==> src/rtl/eqbs_pkg.sv <==
// Shared types and constants of the equirectangular bilinear sampler.
`timescale 1ns / 1ps
`default_nettype none
package eqbs_pkg;

	localparam logic OP_WRITE  = 1'b0;
	localparam logic OP_SAMPLE = 1'b1;

	localparam logic CFG_WIDTH  = 1'b0;
	localparam logic CFG_HEIGHT = 1'b1;

	localparam int unsigned CFG_DATA_W = 11;
	localparam int unsigned CFG_W_W    = 11;
	localparam int unsigned CFG_H_W    = 10;
	localparam int unsigned PX_W       = 10;
	localparam int unsigned PY_W       = 9;
	localparam int unsigned CH_W       = 2;
	localparam int unsigned TEXEL_W    = 8;
	localparam int unsigned ANGLE_W    = 17;
	localparam int unsigned FRAC_W     = 8;
	localparam int unsigned RESULT_W   = 16;

	localparam logic [CFG_W_W-1:0] WIDTH_RESET  = 11'd1024;
	localparam logic [CFG_H_W-1:0] HEIGHT_RESET = 10'd512;

	typedef struct packed {
		logic valid;
		logic op;
		logic ok;
	} ctrl_t;

endpackage
`default_nettype wire

==> src/rtl/eqbs_blend.sv <==
// Two-stage bilinear blend of the four neighbor texels.
`timescale 1ns / 1ps
`default_nettype none
module eqbs_blend (
	input  wire logic                            clk,
	input  wire logic                            arst_n,
	input  wire logic                            adv,
	input  wire eqbs_pkg::ctrl_t                 ctrl_s4,
	input  wire logic [eqbs_pkg::FRAC_W-1:0]     fx_s4,
	input  wire logic [eqbs_pkg::FRAC_W-1:0]     fy_s4,
	input  wire logic [7:0]                      tl_s4,
	input  wire logic [7:0]                      tr_s4,
	input  wire logic [7:0]                      bl_s4,
	input  wire logic [7:0]                      br_s4,
	output logic                                 valid_s6,
	output logic [eqbs_pkg::RESULT_W-1:0]        value_s6
);

	logic valid_s5, ok_s5;
	logic [16:0] top_s5, bot_s5;
	logic [8:0] gx, gxi, gy, gyi;
	logic [8:0] fy_s5;
	logic [25:0] acc;

	always_comb begin
		gx = {1'b0, fx_s4};
		gxi = 9'd256 - gx;
		gy = fy_s5;
		gyi = 9'd256 - gy;
		acc = 26'(top_s5) * 26'(gyi) + 26'(bot_s5) * 26'(gy);
	end

	always_ff @(posedge clk or negedge arst_n) begin
		if (!arst_n) begin
			valid_s5 <= 1'b0;
			valid_s6 <= 1'b0;
		end else if (adv) begin
			valid_s5 <= ctrl_s4.valid && ctrl_s4.op == eqbs_pkg::OP_SAMPLE;
			valid_s6 <= valid_s5;
		end
	end

	always_ff @(posedge clk) begin
		if (adv) begin
			ok_s5 <= ctrl_s4.ok;
			fy_s5 <= {1'b0, fy_s4};
			top_s5 <= 17'(tl_s4) * 17'(gxi) + 17'(tr_s4) * 17'(gx);
			bot_s5 <= 17'(bl_s4) * 17'(gxi) + 17'(br_s4) * 17'(gx);
			value_s6 <= ok_s5 ? acc[23:8] : '0;
		end
	end

`ifndef NO_ASSERTIONS
	a_blend_bound: assert property (@(posedge clk) disable iff (!arst_n)
		valid_s5 |-> top_s5 <= 17'd65280 && bot_s5 <= 17'd65280)
		else $error("row blend above the byte range");
	a_missing_zero: assert property (@(posedge clk) disable iff (!arst_n)
		adv && valid_s5 && !ok_s5 |=> value_s6 == '0)
		else $error("missing channel gave a nonzero result");
	a_hold: assert property (@(posedge clk) disable iff (!arst_n)
		!adv |=> $stable(value_s6) && $stable(valid_s6))
		else $error("output stage changed while held");
`endif

endmodule
`default_nettype wire

==> config.mk <==
export PLATFORM = sky130hd
export DESIGN_NAME = eqbs_blend
export DESIGN_NICKNAME = d
export VERILOG_FILES = /design/src/rtl/eqbs_pkg.sv /design/src/rtl/eqbs_blend.sv
export SDC_FILE = /design/constraint.sdc
export NUM_CORES = 1
export LEC_CHECK = 0
export BUFFER_PORTS_ARGS = -buffer_cell sky130_fd_sc_hd__clkbuf_2
export CORE_ASPECT_RATIO = 0.7
export CORE_MARGIN = 2
export CORE_UTILIZATION = 35
export CTS_CLUSTER_DIAMETER = 30
export DETAILED_ROUTE_END_ITERATION = 10
export HOLD_SLACK_MARGIN = 0.08
export PLACE_DENSITY = 0.61
export SLEW_MARGIN = 20
export SYNTH_ARGS = -nofsm -noshare
export SYNTH_HDL_FRONTEND = slang
export SYNTH_SLANG_ARGS = --single-unit
==> constraint.sdc <==
create_clock -name clk -period 17.3 [get_ports clk]
set_clock_uncertainty 0.1 [all_clocks]
set_input_delay 1.73 -clock clk [delete_from_list [all_inputs] [get_ports clk]]
set_output_delay 1.73 -clock clk [all_outputs]
set_load 0.05 [all_outputs]
Yosys cells after proc, flatten, opt, wreduce, memory -nomap -nowiden
Index checks and enable logic that the tools add are counted.
Widths: inputs -> output; s select.
{"block": "word_totals", "ff_bits": 61, "input_bits": 54, "out_inout_bits": 17, "elab_cells": 19}
{"block": "classes", "add_sub_neg": 5, "multipliers": 6, "reduce_logical": 1}
{"op": "$add 17x16->17", "count": 2}
{"op": "$mul 8x9->17", "count": 2}
{"op": "$mul 8x8->16", "count": 2}
{"op": "$add 24x24->24", "count": 1}
{"op": "$mul 17x8->24", "count": 1}
{"op": "$mul 17x9->24", "count": 1}
{"op": "$sub 9x8->9 const A", "count": 2}
{"op": "$logic_and 1x1->1", "count": 1}

Depth between registers and ports, before layout
{"block": "logic_depth", "ltp_word": 3, "mapped_depth": 28, "depth_no_buf": 26}

Worst setup path after synthesis
No wires, ideal clock.
{"block": "synth_timing", "kind": "input-to-reg", "startpoint": "input fx_s4[2] (netlist bit)", "endpoint": "register top_s5[15] (data pin)", "setup_ns": 0.272, "arrival_time_ns": 7.716, "required_time_ns": 16.928, "setup_slack_ns": 9.212, "cell_stages": 23, "n_path_buf": 2, "path_cell_list": "clkbuf_1 nor2_1 nand2_1 or3_1 xor2_1 clkbuf_1 nand2_1 fa_1 inv_1 fa_1 inv_1 fa_1 fa_1 fa_1 fa_1 inv_1 ha_1 a21oi_1 o21ai_1 nand4_1 a31oi_1 and4b_1 or4_1"}
{"block": "synth_between", "elab_chain_cells": 3, "word_cells_on_any_way": 4, "cone_classes": "2 x add/sub; 2 x mul"}
{"element": "from (decl)", "line": "eqbs_blend.sv:9", "source": "input wire logic [eqbs_pkg::FRAC_W-1:0] fx_s4,"}
{"element": "$sub 9x8->9", "line": "eqbs_blend.sv:27", "source": "gxi = 9'd256 - gx;"}
{"element": "$mul 8x9->17", "line": "eqbs_blend.sv:47", "source": "top_s5 <= 17'(tl_s4) * 17'(gxi) + 17'(tr_s4) * 17'(gx);"}
{"element": "$add 17x16->17 *", "line": "eqbs_blend.sv:47"}
{"element": "to (signal assigned)", "line": "eqbs_blend.sv:47"}
{"element": "to (decl)", "line": "eqbs_blend.sv:20", "source": "logic [16:0] top_s5, bot_s5;"}
Every way passes the cells marked *; elsewhere a longest branch is shown, timed or not.
A chain may end at the register's enable or synchronous reset.

Worst setup path after layout
{"block": "layout_timing", "startpoint": "input fx_s4[0] (netlist bit)", "endpoint": "register top_s5[15] (data pin)"}
Same word-level chain as after synthesis.

==> flow_summary.toml <==
[run_status]
status = "completed"

[setup_path]
path_buf_inv = 6
cp.arrival_ns = 8.31
path_common_cell = "fa_1"
cp_num_cells = 24
cp_top_family = "adder cells"
cp.required_ns = 17.30
path_max_fanout = 34
startpoint_type = "primary input"
critPathKind = "primary input to flop"
cp-end-kind = "flop"
slowest_delay_ns = 0.56
reg2reg_depth = 21
cp_slowest_cell = "fa_1"
path_cells = "clkbuf_2 > inv_1 > ha_1 > nand2_1 > or3_1 > xor2_1 > buf_4 > nand2_1 > fa_1 > inv_1 > fa_1 > inv_1 > fa_1 > fa_1 > fa_1 > fa_1 > inv_1 > ha_1 > nand2_1 > o21ai_1 > nand4_1 > a31oi_1 > nor4b_1 > or4_1"

[floorplan]
die_area_mm2 = 0.0596
die_h_um = 205
die_w_um = 291
start_util_pct = 35.5
rows = 73
coreArea_mm2 = 0.0569
ios = 71

[worst_hold_path]
min_path_cells = 1
hp-class = "flop to flop"

[final_layout]
layout_commonest_cell = "inv_1"
final_cell_mix = "inv_1 (551), fa_1 (438), nand2_1 (298)"
final_nets = 2899
antenna_cells = 0
area_growth_pct = 7.17
final_layout_size_suffix_gt1_share_pct = 5.25

[sta]
fin_crit_sh_pct = 48.1
rsz0062_at_grt = "false"
max_freq_mhz = 120
hold_viol_final = 0
relSlewSlack_pct = 39.3
min_period_ns = 8.32
maxSlewViolCount = 0
setup_tns_ns = 0
setup_viol = 0
tightest_slew_ns = 0.910

[synth]
yosys_warnings = 0
ys_seq_area_share_pct = 9.03
synth_area_mm2 = 0.0202
synth_cells = 2180
synth-main-ff-cell = "edfxtp_1"
synth_seq_cells = 61
synth_edf_count = 59
avgSynthCellArea_um2 = 9.26
yosys.cell_types.count = 56
synthTopCellsByArea = "fa_1 (43%), ha_1 (13%), inv_1 (10%), edfxtp_1 (8.8%), and2_1 (8.6%)"
synth_nets = 2875
synth_top_area_share_pct = 43.4
synthArstFlopShare_pct = 3.28
yosysTopAreaCell = "fa_1"

[grt]
grt_max_degree = 63
antenna_found_initial = 0
grt_pass1_vias = 14934
grt_use_total_pct = 15.7
grt_pass1_wl_um = 75500
grt_overflow = 0

[route]
wl_per_cell_um = 15.0
vias = 13969
wl_um = 44400
avgViaCountPerCell = 4.72
ant_nets = 0
drc = 0
drt_pass1_iterations = 5
drtIter0Drc = 703

[place]
dpl.hpwl_um = 38100
port_buffers = 70
gp_congestion = 0.836

[clocking]
cts_buffer_depth = 2
clkLatencyLatePin_ns = 0.36
cts_root_buffer = "clkbuf_16"
clock_sinks = 61
cts_tree = "done"
cts_max_level = 3
ctsHoldBuffers = 0
post_cts_buffers = 0
clkTransAtPathRegs_ns = 0.06
cts_buffers = 9
cts_resized = 0

[run]
maxCapViolCount = 0
metrics by stage:
step,cells,worst slack (ns),hold slack (ns),utilization (%),instance area [um^2]
floorplan,2180,9.21,0.379,-,20200
global placement,2943,8.69,0.389,37.5,21300
finish,2959,8.98,0.410,38.0,21600
detailed placement,2943,8.63,0.403,37.5,21300
CTS,2959,8.86,0.417,38.0,21600
global route,2959,8.63,0.438,38.0,21600
registers in the layout, summed over array words and instances (netlist names):
name,count
bot_s5,17
top_s5,17
value_s6,16
fy_s5,8
ok_s5,1
valid_s5,1
valid_s6,1
per-layer routing:
layer	vias to the layer above	global-route usage, %	part of all wire [%]	routed length [um]
li1	6476	-	-	-
met1	7171	22.4	46	20500
met2	289	25.8	48	21200
met3	33	1.94	4.6	2030
met4	0	3.39	1.4	631
met5	-	0	0	0
synthesized netlist by cell type (16+ instances only):
cell      instances
a21oi_1          38
and2_1          277
clkbuf_1         60
edfxtp_1         59
fa_1            438
ha_1            203
inv_1           551
nand2_1         298
nor2_1           34
o21ai_0          16
xnor2_1          33
xor2_1           22
kinds of logic after synthesis:
family | Yosys count | share of synthesized area, %
simple gates | 678 | 16.9
flops | 61 | 9.03
fa+ha+maj | 641 | 56.0
xor+xnor | 56 | 2.47
compound gates | 112 | 3.61
buf+inv | 628 | 11.7
mux | 4 | 0.205
layout make-up:
type,instances,area [um^2]
clock buffers,9,225
clock inverters,7,73.8
fillers,5717,35300
inverters,551,2070
multi-input cells,1491,16000
flip-flops and latches,61,1820
well taps,750,938
repair buffers,90,500
worst paths after layout:
path                           from           end  slack, ns
min in group asynchronous    arst_n      valid_s5       1.05
max                        fx_s4[0]    top_s5[15]       8.98
max reg2reg                fy_s5[4]  value_s6[14]       9.13
max in group asynchronous    arst_n      valid_s6      15.96
min                        valid_s5      valid_s6       0.41
min reg2reg                valid_s5      valid_s6       0.41
Power is not shown: default switching activity piles up to over one toggle a cycle in this logic, so the estimate is an artifact.
