## src/rtl/eqbs_pkg.sv

```systemverilog
// Shared types and constants of the equirectangular bilinear sampler.
`timescale 1ns / 1ps
`default_nettype none
package eqbs_pkg;

	localparam logic OP_WRITE  = 1'b0;
	localparam logic OP_SAMPLE = 1'b1;

	localparam logic CFG_WIDTH  = 1'b0;
	localparam logic CFG_HEIGHT = 1'b1;

	localparam int unsigned CFG_DATA_W = 11;
	localparam int unsigned CFG_W_W    = 11;
	localparam int unsigned CFG_H_W    = 10;
	localparam int unsigned PX_W       = 10;
	localparam int unsigned PY_W       = 9;
	localparam int unsigned CH_W       = 2;
	localparam int unsigned TEXEL_W    = 8;
	localparam int unsigned ANGLE_W    = 17;
	localparam int unsigned FRAC_W     = 8;
	localparam int unsigned RESULT_W   = 16;

	localparam logic [CFG_W_W-1:0] WIDTH_RESET  = 11'd1024;
	localparam logic [CFG_H_W-1:0] HEIGHT_RESET = 10'd512;

	typedef struct packed {
		logic valid;
		logic op;
		logic ok;
	} ctrl_t;

endpackage
`default_nettype wire

```

## src/rtl/eqbs_coord.sv

```systemverilog
// Input register, angle-to-position multiply, and wrap and clamp of the texel coordinates.
`timescale 1ns / 1ps
`default_nettype none
module eqbs_coord #(
	parameter int unsigned MAX_WIDTH = 1024,
	parameter int unsigned MAX_HEIGHT = 512,
	parameter int unsigned CHANNELS = 4,
	parameter int unsigned WW = 11,
	parameter int unsigned HW = 10,
	parameter int unsigned XW = 10,
	parameter int unsigned YW = 9
) (
	input  wire logic                               clk,
	input  wire logic                               arst_n,
	input  wire logic                               adv,
	input  wire logic                               in_take,
	input  wire logic                               op,
	input  wire logic [eqbs_pkg::PX_W-1:0]          pixel_x,
	input  wire logic [eqbs_pkg::PY_W-1:0]          pixel_y,
	input  wire logic [eqbs_pkg::CH_W-1:0]          channel,
	input  wire logic [eqbs_pkg::TEXEL_W-1:0]       texel_value,
	input  wire logic signed [eqbs_pkg::ANGLE_W-1:0] longitude,
	input  wire logic signed [eqbs_pkg::ANGLE_W-1:0] latitude,
	input  wire logic [WW-1:0]                      w_cur,
	input  wire logic [HW-1:0]                      h_cur,
	output eqbs_pkg::ctrl_t                         ctrl_s3,
	output logic [XW-1:0]                           x0_s3,
	output logic [XW-1:0]                           x1_s3,
	output logic [YW-1:0]                           y0_s3,
	output logic [YW-1:0]                           y1_s3,
	output logic [eqbs_pkg::FRAC_W-1:0]             fx_s3,
	output logic [eqbs_pkg::FRAC_W-1:0]             fy_s3,
	output logic [eqbs_pkg::CH_W-1:0]               ch_s3,
	output logic [eqbs_pkg::PX_W-1:0]               px_s3,
	output logic [eqbs_pkg::PY_W-1:0]               py_s3,
	output logic [eqbs_pkg::TEXEL_W-1:0]            tex_s3
);

	localparam int unsigned PW = WW + 19;
	localparam int unsigned PH = HW + 19;
	localparam int unsigned IXW = PW - 16;
	localparam int unsigned IYW = PH - 16;

	eqbs_pkg::ctrl_t ctrl_s1, ctrl_s2, ctrl_in;
	logic signed [eqbs_pkg::ANGLE_W-1:0] lon_s1, lat_s1;
	logic [WW-1:0] w_s1, w_s2, w_s3;
	logic [HW-1:0] h_s1, h_s2, h_s3;
	logic [eqbs_pkg::CH_W-1:0] ch_s1, ch_s2;
	logic [eqbs_pkg::PX_W-1:0] px_s1, px_s2;
	logic [eqbs_pkg::PY_W-1:0] py_s1, py_s2;
	logic [eqbs_pkg::TEXEL_W-1:0] tex_s1, tex_s2;
	logic signed [PW-1:0] posx_s2, lonx, wx, posx_n;
	logic signed [PH-1:0] posy_s2, latx, hx, posy_n;
	logic signed [IXW-1:0] ix, wsx, x0w, x1w;
	logic signed [IYW-1:0] iy, hsx, y0w, y1w;
	logic wr_ok, smp_ok;

	always_comb begin
		wr_ok = (32'(pixel_x) < MAX_WIDTH) && (32'(pixel_y) < MAX_HEIGHT)
			&& (32'(channel) < CHANNELS);
		smp_ok = 32'(channel) < CHANNELS;
		ctrl_in.valid = in_take;
		ctrl_in.op = op;
		ctrl_in.ok = (op == eqbs_pkg::OP_WRITE) ? wr_ok : smp_ok;
	end

	always_ff @(posedge clk or negedge arst_n) begin
		if (!arst_n) begin
			ctrl_s1 <= '0;
			ctrl_s2 <= '0;
			ctrl_s3 <= '0;
		end else if (adv) begin
			ctrl_s1 <= ctrl_in;
			ctrl_s2 <= ctrl_s1;
			ctrl_s3 <= ctrl_s2;
		end
	end

	always_comb begin
		lonx = PW'(lon_s1);
		wx = PW'({1'b0, w_s1});
		posx_n = lonx * wx + ((wx - PW'(1)) <<< 15);
		latx = PH'(lat_s1);
		hx = PH'({1'b0, h_s1});
		posy_n = ((hx - PH'(1)) <<< 15) - latx * hx;
	end

	always_comb begin
		ix = posx_s2[PW-1:16];
		iy = posy_s2[PH-1:16];
		wsx = IXW'({1'b0, w_s2});
		hsx = IYW'({1'b0, h_s2});
		if (ix < 0) begin
			x0w = ix + wsx;
		end else if (ix >= wsx) begin
			x0w = ix - wsx;
		end else begin
			x0w = ix;
		end
		x1w = (x0w + IXW'(1) == wsx) ? '0 : x0w + IXW'(1);
		if (iy < 0) begin
			y0w = '0;
			y1w = '0;
		end else if (iy >= hsx - IYW'(1)) begin
			y0w = hsx - IYW'(1);
			y1w = hsx - IYW'(1);
		end else begin
			y0w = iy;
			y1w = iy + IYW'(1);
		end
	end

	always_ff @(posedge clk) begin
		if (adv) begin
			lon_s1 <= longitude;
			lat_s1 <= latitude;
			w_s1 <= w_cur;
			h_s1 <= h_cur;
			ch_s1 <= channel;
			px_s1 <= pixel_x;
			py_s1 <= pixel_y;
			tex_s1 <= texel_value;
			posx_s2 <= posx_n;
			posy_s2 <= posy_n;
			w_s2 <= w_s1;
			h_s2 <= h_s1;
			ch_s2 <= ch_s1;
			px_s2 <= px_s1;
			py_s2 <= py_s1;
			tex_s2 <= tex_s1;
			x0_s3 <= XW'(x0w);
			x1_s3 <= XW'(x1w);
			y0_s3 <= YW'(y0w);
			y1_s3 <= YW'(y1w);
			fx_s3 <= posx_s2[15:8];
			fy_s3 <= posy_s2[15:8];
			w_s3 <= w_s2;
			h_s3 <= h_s2;
			ch_s3 <= ch_s2;
			px_s3 <= px_s2;
			py_s3 <= py_s2;
			tex_s3 <= tex_s2;
		end
	end

`ifndef NO_ASSERTIONS
	a_x0_range: assert property (@(posedge clk) disable iff (!arst_n)
		ctrl_s3.valid && ctrl_s3.op == eqbs_pkg::OP_SAMPLE |-> 32'(x0_s3) < 32'(w_s3))
		else $error("column x0 outside the image");
	a_x1_range: assert property (@(posedge clk) disable iff (!arst_n)
		ctrl_s3.valid && ctrl_s3.op == eqbs_pkg::OP_SAMPLE |-> 32'(x1_s3) < 32'(w_s3))
		else $error("column x1 outside the image");
	a_y_range: assert property (@(posedge clk) disable iff (!arst_n)
		ctrl_s3.valid && ctrl_s3.op == eqbs_pkg::OP_SAMPLE
		|-> y0_s3 <= y1_s3 && 32'(y1_s3) < 32'(h_s3))
		else $error("rows out of order or outside the image");
`endif

endmodule
`default_nettype wire

```

## config.mk

```make
export PLATFORM = sky130hd
export DESIGN_NAME = eqbs_coord
export DESIGN_NICKNAME = d
export VERILOG_FILES = /design/src/rtl/eqbs_pkg.sv /design/src/rtl/eqbs_coord.sv
export SDC_FILE = /design/constraint.sdc
export NUM_CORES = 1
export LEC_CHECK = 0
export BUFFER_PORTS_ARGS = -buffer_cell sky130_fd_sc_hd__buf_2
export CAP_MARGIN = 30
export CELL_PAD_IN_SITES_DETAIL_PLACEMENT = 0
export CELL_PAD_IN_SITES_GLOBAL_PLACEMENT = 1
export CORE_MARGIN = 2
export CORE_UTILIZATION = 45
export CTS_CLUSTER_SIZE = 30
export DETAILED_ROUTE_END_ITERATION = 6
export GPL_TIMING_DRIVEN = 0
export PLACE_DENSITY_LB_ADDON = 0.1
export SYNTH_ARGS = -nofsm -noshare
export SYNTH_HDL_FRONTEND = slang
export SYNTH_SLANG_ARGS = --single-unit
export TNS_END_PERCENT = 1
```

## constraint.sdc

```tcl
create_clock -name clk -period 6.97 [get_ports clk]
set_input_delay 1.394 -clock clk [delete_from_list [all_inputs] [get_ports clk]]
set_output_delay 1.394 -clock clk [all_outputs]
set_load 0.01 [all_outputs]
```

=== Word level (Yosys, flattened, before mapping) ===
Index checks and enable logic that the tools add are counted.

* Bits in registers: 285
* Logic and storage cells: 56
* Output and inout port bits: 86
* Input port bits: 89

* Equal/unequal tests: 1
* Multiplexer cells: 4
* $add $sub $neg: 10
* Order comparisons: 4
* $mul: 2

{| class="wikitable"
|+ Operators with widths
! operator !! number
|-
| $add 29x27->30 || 1
|-
| $mul 17x12->29 || 1
|-
| $sub 26x28->29 || 1
|-
| $mul 17x11->28 || 1
|-
| $mux 14 || 2
|-
| $sub 10x1->11 const B || 2
|-
| $mux 9 || 2
|-
| $add 14x12->14 || 1
|-
| $add 14x2->14 const B || 1
|-
| $eq 14x12->1 || 1
|-
| $ge 14x12->1 || 1
|-
| $lt 14x1->1 const B || 1
|-
| $sub 14x12->14 || 1
|-
| $ge 13x11->1 || 1
|-
| $lt 13x1->1 const B || 1
|-
| $sub 11x1->12 const B || 1
|-
| $add 10x1->10 const B || 1
|-
| $add 9x2->9 const B || 1
|}

=== Logic depth before layout (Yosys ltp) ===
* Depth after elaboration: 5
* Depth in mapped cells: 25
* Depth with buffers taken out: 23

=== Worst setup path before layout ===
No wires, ideal clock.

* Kind: register -> register
* Start point: register w_s1[3]
* End point: register posx_s2[26] (data pin)
* Cell stages (with the launch flop): 24
* Buffers on the path: 2
* Required time: 6.712 ns
* Setup time: 0.258 ns
* Path slack: 0.470 ns
* Arrival: 6.242 ns
* Clock period less this slack: 6.500 ns
* Path through: edfxtp_1 clkbuf_1 buf_1 nand2_1 fa_1 fa_1 inv_1 fa_1 fa_1 inv_1 fa_1 inv_1 ha_1 or3_1 o22ai_1 nor2_1 or4b_2 o211a_1 a41o_1 o211ai_1 nand2_1 or2_2 a21oi_1 xnor2_1

* Longest elaborated chain between the ends: 2
* Elaborated cells on any way between the ends: 3
* Classes of those cells: 2 x add/sub; 1 x mul

{| class="wikitable"
|+ RTL lines
! item !! line !! source
|-
| start, declared || eqbs_coord.sv:46 || <nowiki>logic [WW-1:0] w_s1, w_s2, w_s3;</nowiki>
|-
| start signal, assigned || eqbs_coord.sv:117 || <nowiki>w_s1 <= w_cur;</nowiki>
|-
| $mul 17x12->29 / $sub 11x1->12 (equally long branches) || eqbs_coord.sv:82 || <nowiki>posx_n = lonx * wx + ((wx - PW'(1)) <<< 15);</nowiki>
|-
| $add 29x27->30 (*) || eqbs_coord.sv:82 ||
|-
| via posx_n[26] || eqbs_coord.sv:52 || <nowiki>logic signed [PW-1:0] posx_s2, lonx, wx, posx_n;</nowiki>
|-
| end signal, assigned || eqbs_coord.sv:123 || <nowiki>posx_s2 <= posx_n;</nowiki>
|-
| end, declared || eqbs_coord.sv:52 ||
|}

Mark *: on every way through the listed nets, which the timed path passes. The rest lies on a longest branch.
A chain may end at the register's enable or synchronous reset.

=== Worst setup path after layout ===
* Start point: register w_s1[6]
* End point: register posx_s2[26] (data pin)

Same word-level chain as after synthesis.

==> flow_metrics.env <==
export IMPL_slowest_delay_ns=0.61
export IMPL_post_route_period_util_pct=96.52
export IMPL_worstSetupStartpointType="register"
export IMPL_yosysTopAreaCellShare_pct=30.37
export IMPL_mostFrequentLayoutCell="inv_1"
export IMPL_worst_setup_path_end_kind="register"
export IMPL_placementRows=87
export IMPL_clkTransAtPathRegs_ns=0.06
export IMPL_areaGrowthSynthToFinish_pct=12.30
export IMPL_wl_per_cell_um=16.85
export IMPL_finalMaxSlewViolations=0
export IMPL_start_util_pct=45.60
export IMPL_criticalPathCategory="reg -> reg"
export IMPL_slowest_stage="or4b_2"
export IMPL_layout_drive_gt1_share_pct=11.91
export IMPL_dieArea_sq_um=59060
export IMPL_busiest_layer="met2"
export IMPL_grt_pass1_wl_um=94250
export IMPL_status="complete, no violations"
export IMPL_nets=3258
export IMPL_dp_hpwl_um=46220
export IMPL_grt_max_degree=122
export IMPL_drc=0
export IMPL_synth_top_area_cell="edfxtp_1"
export IMPL_fin_crit_ns=6.728
export IMPL_fp_coreArea_sq_um=56390
export IMPL_syn_area_per_cell_sq_um=10.65
export IMPL_boundaryPins=175
export IMPL_dieHeight_um=243.0
export IMPL_hold_viol=0
export IMPL_via_per_inst=4.922
export IMPL_critPathMostFrequentCell="fa_1"
export IMPL_finalClockSkew_ns=0.02281
export IMPL_drt_iter0_drc=686
export IMPL_netlist_area_sq_um=25710
export IMPL_ys_flop_type="edfxtp_1"
export IMPL_cts_tree="done"
export IMPL_synth_nets=3037
export IMPL_synth_area_leaders="edfxtp_1 (30%), fa_1 (27%), ha_1 (9.1%), inv_1 (7.9%), and2_1 (4.9%)"
export IMPL_antenna_found_initial=0
export IMPL_synth_edff_count=260
export IMPL_crit_required_ns=7.27
export IMPL_cts_buffers=34
export IMPL_grt_util_met2_pct=36.18
export IMPL_maxCapViolCount=0
export IMPL_relSlewSlack_pct=45.70
export IMPL_fmax_ghz=0.1486
export IMPL_synthArstFlopShare_pct=3.346
export IMPL_setup_violations=0
export IMPL_gp_congestion=0.8578
export IMPL_rsz0062_at_grt="no"
export IMPL_setup_tns_ns=0
export IMPL_cts_sinks=269
export IMPL_cp_max_fo=4
export IMPL_cp_arrival_ns=7.03
export IMPL_layout_filler_cells=5295
export IMPL_vias=16820
export IMPL_cts_buffer_depth=3
export IMPL_htree_levels=2
export IMPL_ys_types=75
export IMPL_portBuffers=174
export IMPL_synth_cells=2414
export IMPL_groute_usage_overall_pct=20.12
export IMPL_min_path_type="reg -> reg"
export IMPL_ys_ff_latch=269
export IMPL_gr_total_overflow=0
export IMPL_final_cell_mix="inv_1 (542), fa_1 (348), edfxtp_1 (260)"
export IMPL_cts_hold_buf=0
export IMPL_seq_area_frac_synth_pct=31.24
export IMPL_grt_pass1_vias=17930
export IMPL_tightest_slew_ns=0.8146
export IMPL_ys_warn_count=0
export IMPL_path_cells="buf_4 > and2_1 > fa_1 > inv_1 > fa_1 > inv_1 > fa_1 > fa_1 > inv_1 > fa_1 > inv_1 > ha_1 > or3_4 > o22ai_1 > nor2_1 > or4b_2 > o211a_1 > a41o_1 > o211ai_1 > buf_4 > nand2_1 > or2_2 > a21oi_2 > xnor2_1"
export IMPL_clk_latency_ns=0.56
export IMPL_clockRootBuffer="clkbuf_16"
export IMPL_dieWidth_um=243.0
export IMPL_wirelength_um=57570
export IMPL_drt_pass1_iterations=6
export IMPL_grtUsageMet1_pct=25.08
export IMPL_post_place_ws_ns=-0.7290
export IMPL_postRouteAntennaNets=0
export IMPL_setup_ws_ns=0.2423
export IMPL_antenna_cells=0
export IMPL_grt_use_met3_pct=2.510
repair_timing:
action / 4_1_cts / 5_1_grt
endpoints found under the setup margin: 12 / 9
gates cloned: 0 / 0
buffers inserted: 14 / 8
pin swaps: 1 / 1
resized for setup: 10 / 25
endpoints found under the hold margin: 0 / 0
synthesized netlist by cell type, drive strengths merged, types with 28 or more instances:
master / number
ha: 186
a21oi: 55
inv: 542
nor3: 31
xnor2: 68
clkbuf: 78
nor2: 69
nand2: 192
a211oi: 29
fa: 348
xor2: 28
and2: 203
edfxtp: 260
o21ai: 34
stage by stage:
stage | std cells | utilization [%] | hold WS (ns) | instance area, sq um
finish | 3417 | 51.21 | 0.4164 | 28870
global route | 3417 | 51.21 | 0.4184 | 28870
floorplan | 2414 | - | 0.4003 | 25710
detailed placement | 3346 | 48.93 | 0.4045 | 27590
global placement | 3344 | 48.82 | 0.4009 | 27530
CTS | 3412 | 51.07 | 0.4156 | 28790
worst max-delay path, delay by kind of cell, from the launching register on:
| kind | cells | cell delay (ns) |
|---|---|---|
| xor+xnor | 1 | 0.07 |
| buf+inv | 6 | 0.60 |
| flops | 1 | 0.53 |
| fa+ha+maj | 6 | 2.67 |
| simple gates | 6 | 1.66 |
| compound gates | 5 | 0.94 |
kinds of logic after synthesis:
| logic type | synth area share [%] |
|---|---|
| AO/OA/AOI/OAI | 6.122 |
| multiplexers | 0.8225 |
| buffers and inverters | 9.348 |
| XOR/XNOR | 3.358 |
| adder cells (fa/ha/maj) | 36.15 |
| flip-flops | 31.24 |
| AND/OR/NAND/NOR | 12.96 |
flip-flops by register name, indices dropped and copies added (netlist names), 10 cells and up:
register	count
h_s1	10
h_s2	10
lat_s1	17
lon_s1	17
posx_s2	22
posy_s2	21
px_s1	10
px_s2	10
px_s3	10
w_s1	11
w_s2	11
x0_s3	10
x1_s3	10
final timing paths:
path,from,endpoint,slack (ns),cells after the start
min in group asynchronous,arst_n,ctrl_s2[2],0.68,1
max in group asynchronous,arst_n,ctrl_s2[1],6.11,1
worst max register to register,w_s1[6],posx_s2[26],0.24,24
worst min register to register,tex_s2[1],tex_s3[1],0.42,0
worst min-delay path,tex_s2[1],tex_s3[1],0.42,0
worst max-delay path,w_s1[6],posx_s2[26],0.24,24
metal layers:
metal / share of wire [%] / up-vias
li1: - / 8097
met1: 43 / 8332
met4: 3.2 / 0
met2: 50 / 290
met5: 0 / -
met3: 3.3 / 101
cell type report:
class	count	area [sq um]	share of cell area, %
inverters	542	2034	7.046
multi-input cells	1510	15290	52.97
flip-flops and latches	269	8033	27.82
plain buffers	80	345.3	1.196
clock inverters	16	195.2	0.6760
clock buffers	46	925.9	3.207
well taps	756	945.9	3.276
repair buffers	198	1101	3.813
Power is not shown: default switching activity piles up to over one toggle a cycle in this logic, so the estimate is an artifact.
