`config.mk`:
```
export PLATFORM = sky130hd
export DESIGN_NAME = eqbs_ram
export DESIGN_NICKNAME = d
export VERILOG_FILES = /design/src/rtl/eqbs_ram.sv
export SDC_FILE = /design/constraint.sdc
export NUM_CORES = 1
export LEC_CHECK = 0
export ABC_CLOCK_PERIOD_IN_PS = 1010
export BUFFER_PORTS_ARGS = -buffer_cell sky130_fd_sc_hd__buf_4
export CORE_UTILIZATION = 45
export CTS_CLUSTER_DIAMETER = 30
export DETAILED_ROUTE_END_ITERATION = 6
export PLACE_DENSITY = 0.74
export SETUP_SLACK_MARGIN = 0.2
export SLEW_MARGIN = 20
export SYNTH_ARGS = -nofsm -noshare
export SYNTH_HDL_FRONTEND = slang
export SYNTH_SLANG_ARGS = --single-unit
```
`constraint.sdc`:
```
create_clock -name clk -period 1.01 [get_ports clk]
set_input_delay 0.1515 -clock clk [delete_from_list [all_inputs] [get_ports clk]]
set_output_delay 0.1515 -clock clk [all_outputs]
set_load 0.02 [all_outputs]
```
`src/rtl/eqbs_ram.sv`:
```
// One byte-wide image copy with one write port and one registered read port.
`timescale 1ns / 1ps
`default_nettype none
module eqbs_ram #(
	parameter int unsigned DEPTH = 2,
	parameter int unsigned AW = 1
) (
	input  wire logic          clk,
	input  wire logic          we,
	input  wire logic [AW-1:0] waddr,
	input  wire logic [7:0]    wdata,
	input  wire logic          re,
	input  wire logic [AW-1:0] raddr,
	output logic      [7:0]    rdata
);

	logic [7:0] mem [DEPTH];

	always_ff @(posedge clk) begin
		if (we) begin
			mem[waddr] <= wdata;
		end
	end

	always_ff @(posedge clk) begin
		if (re) begin
			rdata <= mem[raddr];
		end
	end

endmodule
`default_nettype wire

```
# ---- Word level (Yosys, flattened, before mapping)
# Memory sizes are Yosys's and may differ from the RTL's. A register that Yosys moved wholly into a read port is not among the register bits.
# Cells that the tools add are included.
dict set report totals {
  ff_bits 0
  ram_bits 16
  mem_count 1
}
dict set report op_classes {
  n_mux 2
}
# memory depth width read_ports rd_ports_with_merged_regs wr line_no
set memory_table {}
lappend memory_table {mem 2 8 1 1 1 17} ;# logic [7:0] mem [DEPTH];
# operator count
set op_table {}
lappend op_table {{two-way mux 1 bit} 2}

# ---- Depth between registers and ports, before layout
# Gate-level depths: netlist of run 1.
dict set report depth {
  depth_word 2
  mapped_depth 2
  mapped_depth_nobuf 1
}

# ---- Least setup slack after synthesis of run 1
# No wires, ideal clock.
dict set report synth_timing {
  path_type {input to register}
  from {in we}
  to {mem mem[0][0] (enable)}
  t_arrival_ns 0.572
  t_required_ns 0.637
  setup_slack_ns 0.065
  cell_stages 1
  path_cell_list {nor2b_1}
}
dict set report synth_via {
  elab_chain_len 2
}
# element line_no
set synth_rtl {}
lappend synth_rtl {{start, declared} 9} ;# input wire logic we,
lappend synth_rtl {{two-way mux 1 bit} 20} ;# if (we) begin
lappend synth_rtl {{two-way mux 1 bit (implied by the code)} 21} ;# mem[waddr] <= wdata;
lappend synth_rtl {{end, declared} 17}
# No other way between the ends.

# ---- Worst setup path in the final report of run 1
dict set report layout_timing {
  from {reg rdata[1] (read register of mem)}
  to {out rdata[1]}
}
# element line_no
set layout_lines {}
lappend layout_lines {{start, declared} 14} ;# output logic [7:0] rdata
# No word-level cell between the ends.

==> results.md, run 1 <==
* Status: finished, final reports clean
* Yosys top cell area share at a little over four fifths
* Sequential fraction of the synthesis area at between 80% and 90%
* Per-cell routed wire length at approximately 12 um
* Hold_buf cts at 0
* Layout cells sized above 1 at between 50% and 60%
* Worst Hold Class: in2reg
* Post_cts resized at 7
* CP cell instances: buf_6
* Syn avg cell area at between 20 and 25 um^2
* Synth area leader: edfxtp_1
* Cells on worst reg2reg path at 1
* Slew margin rel. at between 70% and 80%
* Startpoint types: flop
* Final Skew at between 0.004 and 0.005 ns
* RSZ-0062 raised after global routing: true
* Crit-path max cell delay at ~0.4 ns
* ANT cells at 0
* Netlist cell types at 5
* Pin count of the biggest net entering global routing at 14
* Core Rows at 15
* Tcrit/Tclk final at 99.3%
* FILL cells at around 140
* Highest Clock Rate at roughly 1.0 GHz
* H-tree depth at 1
* Post-CTS setup buffer count at 0
* Residual DRC at 0
* Die X at between 40 and 50 um
* Initial Utilization at slightly below 50%
* ANT nets after route at 0
* Syn_nets at 48
* Worst r2r src: mem[1][4]$_DFFE_PP_
* Delay-heaviest family, CP: flip-flops
* All-layer global routing usage at about a tenth
* GPL Wtd Cong at 0.655
* Reg2reg end: rdata[4]$_DFFE_PP_
* Layout Nets at 73
* Sum of buffers and inverters on the critical path at 1
* Initial DRC count at 12
* Global-route wire length before repair at 1390 um
* Fin crit period at approximately 1 ns
* Buffers added on ports at 20
* Synthesis-to-layout area growth at 27.4%
* Final worst slack at 0.00698 ns
* Reg clk slew, reported paths at 0.12 ns
* Cell count after synthesis at 35
* WHS Path Cells at 1
* IO Count at 21
* Multi-input gate area in the final layout at 135 um^2
* Worst EP arrival at between 0.8 and 0.9 ns
* Routed WL at a little over 1000 um
* Final Max Tran Viols at 0
* Worst IR Drop VDD at 0.00132 V
* Worst-Skew Late Latency at roughly 0.3 ns
* CTS max path bufs at 2
* Vias per cell at between 4 and 5
* Die area at 2100 um^2
* Reg2reg setup slack at around 0.12 ns
* Pre-CTS setup slack at roughly 0.083 ns
* Final std cells w/o fill at 84
* Critical Path Fanout Max at 1
* Hold_sp: wdata[1]
* CP endpoint kind: output port
* Reg area at between 700 and 800 um^2
* Antenna violations before repair at 0
* Hold worst-path end: mem[0][1]$_DFFE_PP_
* Detailed Routing Iterations Pass 1 at 5
* Leakage power at ~0.43 nW
* GRT Residual Overflow at 0
* Clk root buf: clkbuf_4
* Pwr/cell area at between 1500 and 2000 nW/um^2
* Post-Syn Area at between 800 and 900 um^2
* Core Region at approximately 1800 um^2
* Most frequent cells in the layout: 24 x edfxtp_1, 13 x buf_4, 8 x mux2_4, 8 x buf_6, 3 x clkbuf_4
* Worst-Margin Slew at around 0.35 ns
* Total CTS buffers at 3
* Flops & latches, synth at 24
* CP Class: reg2out
* DR vias at roughly 380
* Commonest non-fill, non-tap cell in the layout: edfxtp_1
* Die Y at about 46 um
* Post-placement cell count at 80
* Setup violators final at 0
* CTS tree: yes
* Synth area leaders: edfxtp_1 83%, mux2_4 14%, buf_6 1.3%
* Clock Sinks at 24
* Max-cap viol count at 0
* Worst path slowest cell: edfxtp_1
* Synthesis Warnings at 0
* Final hold violations at 0
* Vias in the first global route at 337
* Required time of the critical path at roughly 0.86 ns
power breakdown:
group	total [W]	internal, W	leakage [nW]	switching (W)
combinational	0.000197	0.000118	0.183	0.0000792
clock	0.000393	0.000144	0.0154	0.000249
sequential	0.00120	0.00118	0.228	0.0000212
cells in the mapped netlist (all sizes together):
cell    count
mux2        8
nor2b       1
buf         1
and2        1
edfxtp     24
cell type report:
cell class	count	area share, %
clock buffer	3	2.05
tap	25	2.84
sequential	24	65.5
timing repair buffer	21	17.0
multi-input combinational	10	12.3
clock inverter	1	0.341
worst max-delay path by stage:
stage / start / endpoint / slack, ns / cells past startpoint
6_report: rdata[1]$_DFFE_PP_ / rdata[1] / 0.007 / 1
5_1_grt: rdata[0]$_DFFE_PP_ / rdata[0] / -0.04 / 1
4_1_cts: rdata[7]$_DFFE_PP_ / rdata[7] / 0.003 / 1
3_5_place_dp: waddr / mem[1][5]$_DFFE_PP_ / 0.08 / 2
3_3_place_gp: waddr / mem[1][5]$_DFFE_PP_ / 0.10 / 2
2_1_floorplan: mem[0][0]$_DFFE_PP_ / rdata[0]$_DFFE_PP_ / 0.16 / 1
state kept, by name, summed over array words and instances, names as in the netlist:
name	cells
mem	16
rdata	8
metal layers:
layer  GRT usage [%]  vias up  share of wire, %
met5               0        -                 0
met4            8.82        0                 0
met3            3.57        0               5.3
met2            19.1       17                57
met1            8.99      181                37
li1                -      184                 -
kinds of logic after synthesis:
group         synth area share [%]
buf+inv                       1.30
simple gates                  1.45
mux                           13.9
flops                         83.4
stage by stage:
step           cell area, um^2  hold slack (ns)  setup TNS, ns  total power [W]  utilization, %
2_1_floorplan              867            0.250              0          0.00131               -
3_3_place_gp              1040            0.337              0          0.00140            59.2
3_5_place_dp              1040            0.339              0          0.00140            59.2
4_1_cts                   1100          0.00966              0          0.00181            62.2
5_1_grt                   1100          0.00474         -0.202          0.00186            62.4
6_report                  1100           0.0229              0          0.00179            62.4
(Power assumes the default switching activity.)
==> run 2: changes to the inputs <==
--- a/config.mk
+++ b/config.mk
@@ -5,13 +5,12 @@
 export SDC_FILE = /design/constraint.sdc
 export NUM_CORES = 1
 export LEC_CHECK = 0
-export ABC_CLOCK_PERIOD_IN_PS = 1010
 export BUFFER_PORTS_ARGS = -buffer_cell sky130_fd_sc_hd__buf_4
+export CORE_MARGIN = 4
 export CORE_UTILIZATION = 45
 export CTS_CLUSTER_DIAMETER = 30
 export DETAILED_ROUTE_END_ITERATION = 6
 export PLACE_DENSITY = 0.74
-export SETUP_SLACK_MARGIN = 0.2
 export SLEW_MARGIN = 20
 export SYNTH_ARGS = -nofsm -noshare
 export SYNTH_HDL_FRONTEND = slang
==> run 2 against run 1 <==
  * Count of clock-buffer cells in the layout unchanged
  * Wire length is 1.9% higher
  * Clock skew down 0.0034 ns
  * Final cell count did not move
  * Power is 0.36% higher
  * Worst setup slack improved by 0.0030 ns
  * Combinational power about the same
  * Largest power group unchanged
  * Highest routed layer is now met4
==> results.md, run 2 (synthesis results as in run 1) <==
* Status: finished, final reports clean
* Most frequent cells in the layout: 24 x edfxtp_1, 13 x buf_4, 8 x mux2_4, 8 x buf_6, 3 x clkbuf_4
* Global-route wire length before repair at 1660 um (+19%)
* ANT nets after route at 0 (unchanged)
* Largest register by flop count: mem
* Required time of the critical path at 0.86 ns (about the same)
* Commonest non-fill, non-tap cell in the layout: edfxtp_1
* Final hold violations at 0 (unchanged)
* Die area at 2690 um^2 (+28%)
* Vias per cell at 4.54 (-0.26%)
* Sum of buffers and inverters on the critical path at 1 (unchanged)
* Delay-heaviest family, CP: flip-flops
* Core Rows at 15 (unchanged)
* Crit-path max cell delay at 0.40 ns (about the same)
* Fin crit period at 1.00 ns (-0.00295 ns)
* RSZ-0062 raised after global routing: true
* Worst Hold Class: in2reg
* Antenna violations before repair at 0 (unchanged)
* Initial Utilization at 49.0% (unchanged)
* H-tree depth at 1 (unchanged)
* Synthesis-to-layout area growth at 27.1%
* Setup violators final at 0 (unchanged)
* Pin count of the biggest net entering global routing at 14 (unchanged)
* DR vias at 381 (-0.26%)
* GRT Residual Overflow at 0 (unchanged)
* Total CTS buffers at 3 (unchanged)
* Worst IR Drop VDD at 0.000900 V (-32%)
* Core Region at 1760 um^2 (unchanged)
* Clock Sinks at 24 (unchanged)
* Routed WL at 1030 um (+1.9%)
* Layout Nets at 73 (unchanged)
* GPL Wtd Cong at 0.642 (-1.9%)
* CP Class: reg2out
* Residual DRC at 0 (unchanged)
* Layout cells sized above 1 at 54.2% (-1.7 points)
* Hold_buf cts at 0 (unchanged)
* Max reg flops at 16 (unchanged)
* Clk root buf: clkbuf_4
* Worst-Margin Slew at 0.368 ns (+0.0190 ns)
* Post-CTS setup buffer count at 0 (unchanged)
* All-layer global routing usage at 8.91% (-1.6 points)
* Startpoint types: flop
* CP endpoint kind: output port
* Die X at 51.8 um (+13%)
* IO Count at 21 (unchanged)
* Final Skew at 0.000904 ns (-0.00344 ns)
* Worst-Skew Late Latency at 0.30 ns (about the same)
* Initial DRC count at 2 (-10)
* Post-layout util at 62.3% (-0.14 points)
* CP cell instances: buf_6
* Critical Path Fanout Max at 1 (unchanged)
* Worst path slowest cell: edfxtp_1
* Tcrit/Tclk final at 99.0% (-0.29 points)
* Per-cell routed wire length at 12.3 um (+1.9%)
* Slew margin rel. at 75.5% (-1.3 points)
* ANT cells at 0 (unchanged)
* Detailed Routing Iterations Pass 1 at 2 (-3)
* Final Max Tran Viols at 0 (unchanged)
* Buffers added on ports at 20 (unchanged)
* Worst EP arrival at 0.85 ns (about the same)
* Final std cells w/o fill at 84 (unchanged)
* Largest regs: mem: 16 flops, rdata: 8 flops
* Vias in the first global route at 422 (+25%)
* CTS tree: yes
* Max-cap viol count at 0 (unchanged)
* Pwr/cell area at 1630 nW/um^2 (+0.59%)
* CTS max path bufs at 2 (unchanged)
* Die Y at 51.8 um (+13%)
* Highest Clock Rate at 1.00 GHz (+0.30%)
* Post-placement cell count at 80 (unchanged)
* Reg clk slew, reported paths at 0.12 ns (about the same)
* Leakage power at 0.426 nW (-0.24%)
run 2: final timing paths:
kind	from	endpoint	slack (ns)	depth (start not counted)
worst min register to register	mem[1][5]$_DFFE_PP_	rdata[5]$_DFFE_PP_	0.56	1
worst min-delay path	wdata[5]	mem[1][5]$_DFFE_PP_	0.02	1
worst max-delay path	rdata[1]$_DFFE_PP_	rdata[1]	0.01	1
worst max register to register	mem[0][3]$_DFFE_PP_	rdata[3]$_DFFE_PP_	0.11	1
run 2: cell type report:
class	count	area, um^2
Multi-Input combinational cell	10	133
Sequential cell	24	721
Clock inverter	1	3.75
Tap cell	25	31.3
Clock buffer	3	22.5
Timing Repair Buffer	21	188
Fill cell	140	666
run 2: where the power goes:
group | leakage (nW) | internal (W) | switching (W)
Combinational | 0.182 | 0.000118 | 0.0000784
Sequential | 0.228 | 0.00118 | 0.0000209
Clock | 0.0154 | 0.000144 | 0.000257
Total | 0.426 | 0.00144 | 0.000357
run 2: timing repair:
action	CTS	global route
cloned	0	0
endpoints found under the setup margin	2	8
gates resized for setup	2	6
run 2: layer usage:
metal	part of all wire [%]	wire (um)	GRT usage, %
met1	41	419	8.88
met2	50	516	15.5
met3	7.8	80	3.44
met4	1.5	15	5.24
met5	0	0	0
run 2: through the flow:
stage	power, W	cell area (um^2)	TNS [ns]	hold WS, ns	worst slack, ns
detailed placement	0.00140	1040	0	0.340	0.0742
global route	0.00186	1100	-0.232	0.00778	-0.0367
CTS	0.00180	1080	-0.0206	0.0133	-0.0138
finish	0.00179	1100	0	0.0235	0.00994
global placement	0.00140	1040	0	0.338	0.114
floorplan	0.00131	865	0	0.250	0.0651
==> run 3: changes to the inputs <==
--- a/config.mk
+++ b/config.mk
@@ -10,7 +10,7 @@
 export CORE_UTILIZATION = 45
 export CTS_CLUSTER_DIAMETER = 30
 export DETAILED_ROUTE_END_ITERATION = 6
-export PLACE_DENSITY = 0.74
+export PLACE_DENSITY = 0.8
 export SLEW_MARGIN = 20
 export SYNTH_ARGS = -nofsm -noshare
 export SYNTH_HDL_FRONTEND = slang
==> run 3 against run 2 <==
  * Worst hold slack improved by 0.013 ns
  * Register-to-register slack hardly changed
  * Wire length fell by 3.6%
  * Design area is 0.34% lower
  * Count of clock-buffer cells in the layout stayed put
  * First-iteration DRC count unchanged
  * Clock power down 8.5%
  * Flip-flop and latch count unchanged
  * Combinational power barely moved
  * Utilization is 0.21 points lower
  * Global-route usage shrank 0.27 points
  * Highest routed layer unchanged
==> results.md, run 3 (synthesis results as in run 1) <==
* Status: finished, final reports clean
* Die Y at 51.8 um (unchanged)
* ANT nets after route at 0 (unchanged)
* Pin count of the biggest net entering global routing at 13 (-1)
* All-layer global routing usage at 8.64% (-0.27 points)
* Hold_buf cts at 0 (unchanged)
* Synthesis-to-layout area growth at 26.6%
* Reg area at 721 um^2 (unchanged)
* Hold worst-path end: mem[0][2]$_DFFE_PP_
* Detailed Routing Iterations Pass 1 at 2 (unchanged)
* Routed WL at 995 um (-3.6%)
* Largest register by flop count: mem
* FILL cells at 139 (-0.71%)
* Final Skew at 0.000229 ns (-0.000675 ns)
* Layout cells sized above 1 at 55.2% (+0.94 points)
* Slew margin rel. at 77.2% (+1.7 points)
* Final hold violations at 0 (unchanged)
* CTS max path bufs at 2 (unchanged)
* Tcrit/Tclk final at 98.6% (-0.46 points)
* Crit path depth at 1 (unchanged)
* Design area at 1090 um^2 (-0.34%)
* Worst path slowest cell: edfxtp_1
* Global-route wire length before repair at 1550 um (-6.3%)
* Hold Worst Slack at 0.0369 ns (+0.0134 ns)
* Post-layout util at 62.1% (-0.21 points)
* Post-CTS setup buffer count at 0 (unchanged)
* Worst-Skew Late Latency at 0.29 ns (about the same)
* Buffers added on ports at 20 (unchanged)
* Total CTS buffers at 3 (unchanged)
* Placed instance area at 1040 um^2 (unchanged)
* Worst Hold Class: in2reg
* Required time of the critical path at 0.86 ns (about the same)
* Clk root buf: clkbuf_4
* Worst r2r src: mem[0][0]$_DFFE_PP_
* Antenna violations before repair at 0 (unchanged)
* Per-cell routed wire length at 12.0 um (-2.4%)
* Post_cts resized at 1 (-1)
* Sum of buffers and inverters on the critical path at 1 (unchanged)
* Worst-Margin Slew at 0.342 ns (-0.0255 ns)
* Startpoint types: flop
* Initial DRC count at 2 (unchanged)
* Reg2reg end: rdata[0]$_DFFE_PP_
* Core Region at 1760 um^2 (unchanged)
* Crit-path max cell delay at 0.41 ns (about the same)
* Clock Sinks at 24 (unchanged)
* Final Max Tran Viols at 0 (unchanged)
* Initial Utilization at 49.0% (unchanged)
* ANT cells at 0 (unchanged)
* Tot Pwr at 0.00176 W (-1.8%)
* CP cell instances: buf_6
* Reg clk slew, reported paths at 0.11 ns (about the same)
* Highest Clock Rate at 1.00 GHz (+0.46%)
* CTS tree: yes
* Worst IR Drop VDD at 0.000965 V (+7.3%)
* Layout Nets at 73 (unchanged)
* DR vias at 380 (-0.26%)
* Worst EP arrival at 0.84 ns (about the same)
* GRT Residual Overflow at 0 (unchanged)
* GPL Wtd Cong at 0.679 (+5.8%)
* Reg2reg setup slack at 0.10 ns (about the same)
* Cells on worst reg2reg path at 1 (unchanged)
* Most frequent cells in the layout: 24 x edfxtp_1, 13 x buf_4, 8 x mux2_4, 8 x buf_6, 3 x clkbuf_4
* Core Rows at 15 (unchanged)
* Setup violators final at 0 (unchanged)
* Largest regs: mem: 16 flops, rdata: 8 flops
* Hold_sp: wdata[2]
* Leakage power at 0.424 nW (-0.37%)
* Die X at 51.8 um (unchanged)
* Setup TNS at 0 ns (unchanged)
* Residual DRC at 0 (unchanged)
* Delay-heaviest family, CP: flip-flops
* CP endpoint kind: output port
* Die area at 2690 um^2 (unchanged)
* CP Class: reg2out
* Critical Path Fanout Max at 1 (unchanged)
* WHS Path Cells at 1 (unchanged)
* Max reg flops at 16 (unchanged)
* Max-cap viol count at 0 (unchanged)
* IO Count at 21 (unchanged)
* RSZ-0062 raised after global routing: true
* Fin crit period at 0.995 ns (-0.00460 ns)
* H-tree depth at 1 (unchanged)
* Vias per cell at 4.58 (+0.94%)
* Commonest non-fill, non-tap cell in the layout: edfxtp_1
* Pwr/cell area at 1610 nW/um^2 (-1.5%)
* Vias in the first global route at 365 (-14%)
* Multi-input gate area in the final layout at 133 um^2 (unchanged)
run 3: cell types whose count changed in the layout (fill, tap and decap cells not counted):
cell and change:
clkinv_1 -1
run 3: layout make-up:
cell class	count	area share (%)
clock buffers	3	2.06
multi-input cells	10	12.1
flip-flops and latches	24	65.8
well taps	25	2.86
repair buffers	21	17.1
run 3: how the worst max path moves through the flow:
stage                                   from                   to  slack [ns]
after floorplan                           we  mem[0][0]$_DFFE_PP_        0.07
after global placement                 waddr  mem[1][4]$_DFFE_PP_        0.12
after detailed placement               waddr  mem[1][4]$_DFFE_PP_        0.09
after CTS                 rdata[4]$_DFFE_PP_             rdata[4]      0.0007
after global routing      rdata[1]$_DFFE_PP_             rdata[1]       -0.04
final                     rdata[1]$_DFFE_PP_             rdata[1]        0.01
run 3: stage by stage:
| step | setup slack, ns | instances |
|---|---|---|
| 2_1_floorplan | 0.0651 | 35 |
| 3_3_place_gp | 0.118 | 80 |
| 3_5_place_dp | 0.0923 | 80 |
| 4_1_cts | 0.000693 | 83 |
| 5_1_grt | -0.0418 | 83 |
| 6_report | 0.0145 | 83 |
run 3: power by group:
group | switching, W | internal (W) | total, W | leakage (nW)
combinational | 0.0000778 | 0.000118 | 0.000195 | 0.182
sequential | 0.0000218 | 0.00118 | 0.00120 | 0.228
clock | 0.000230 | 0.000139 | 0.000368 | 0.0138
total | 0.000329 | 0.00143 | 0.00176 | 0.424
run 3: layer usage:
metal	up-vias	wire length (um)	global-route usage, %
met5	-	0	0
met2	17	507	13.4
met3	2	91	3.72
li1	184	-	-
met4	0	12	6.55
met1	177	384	9.18
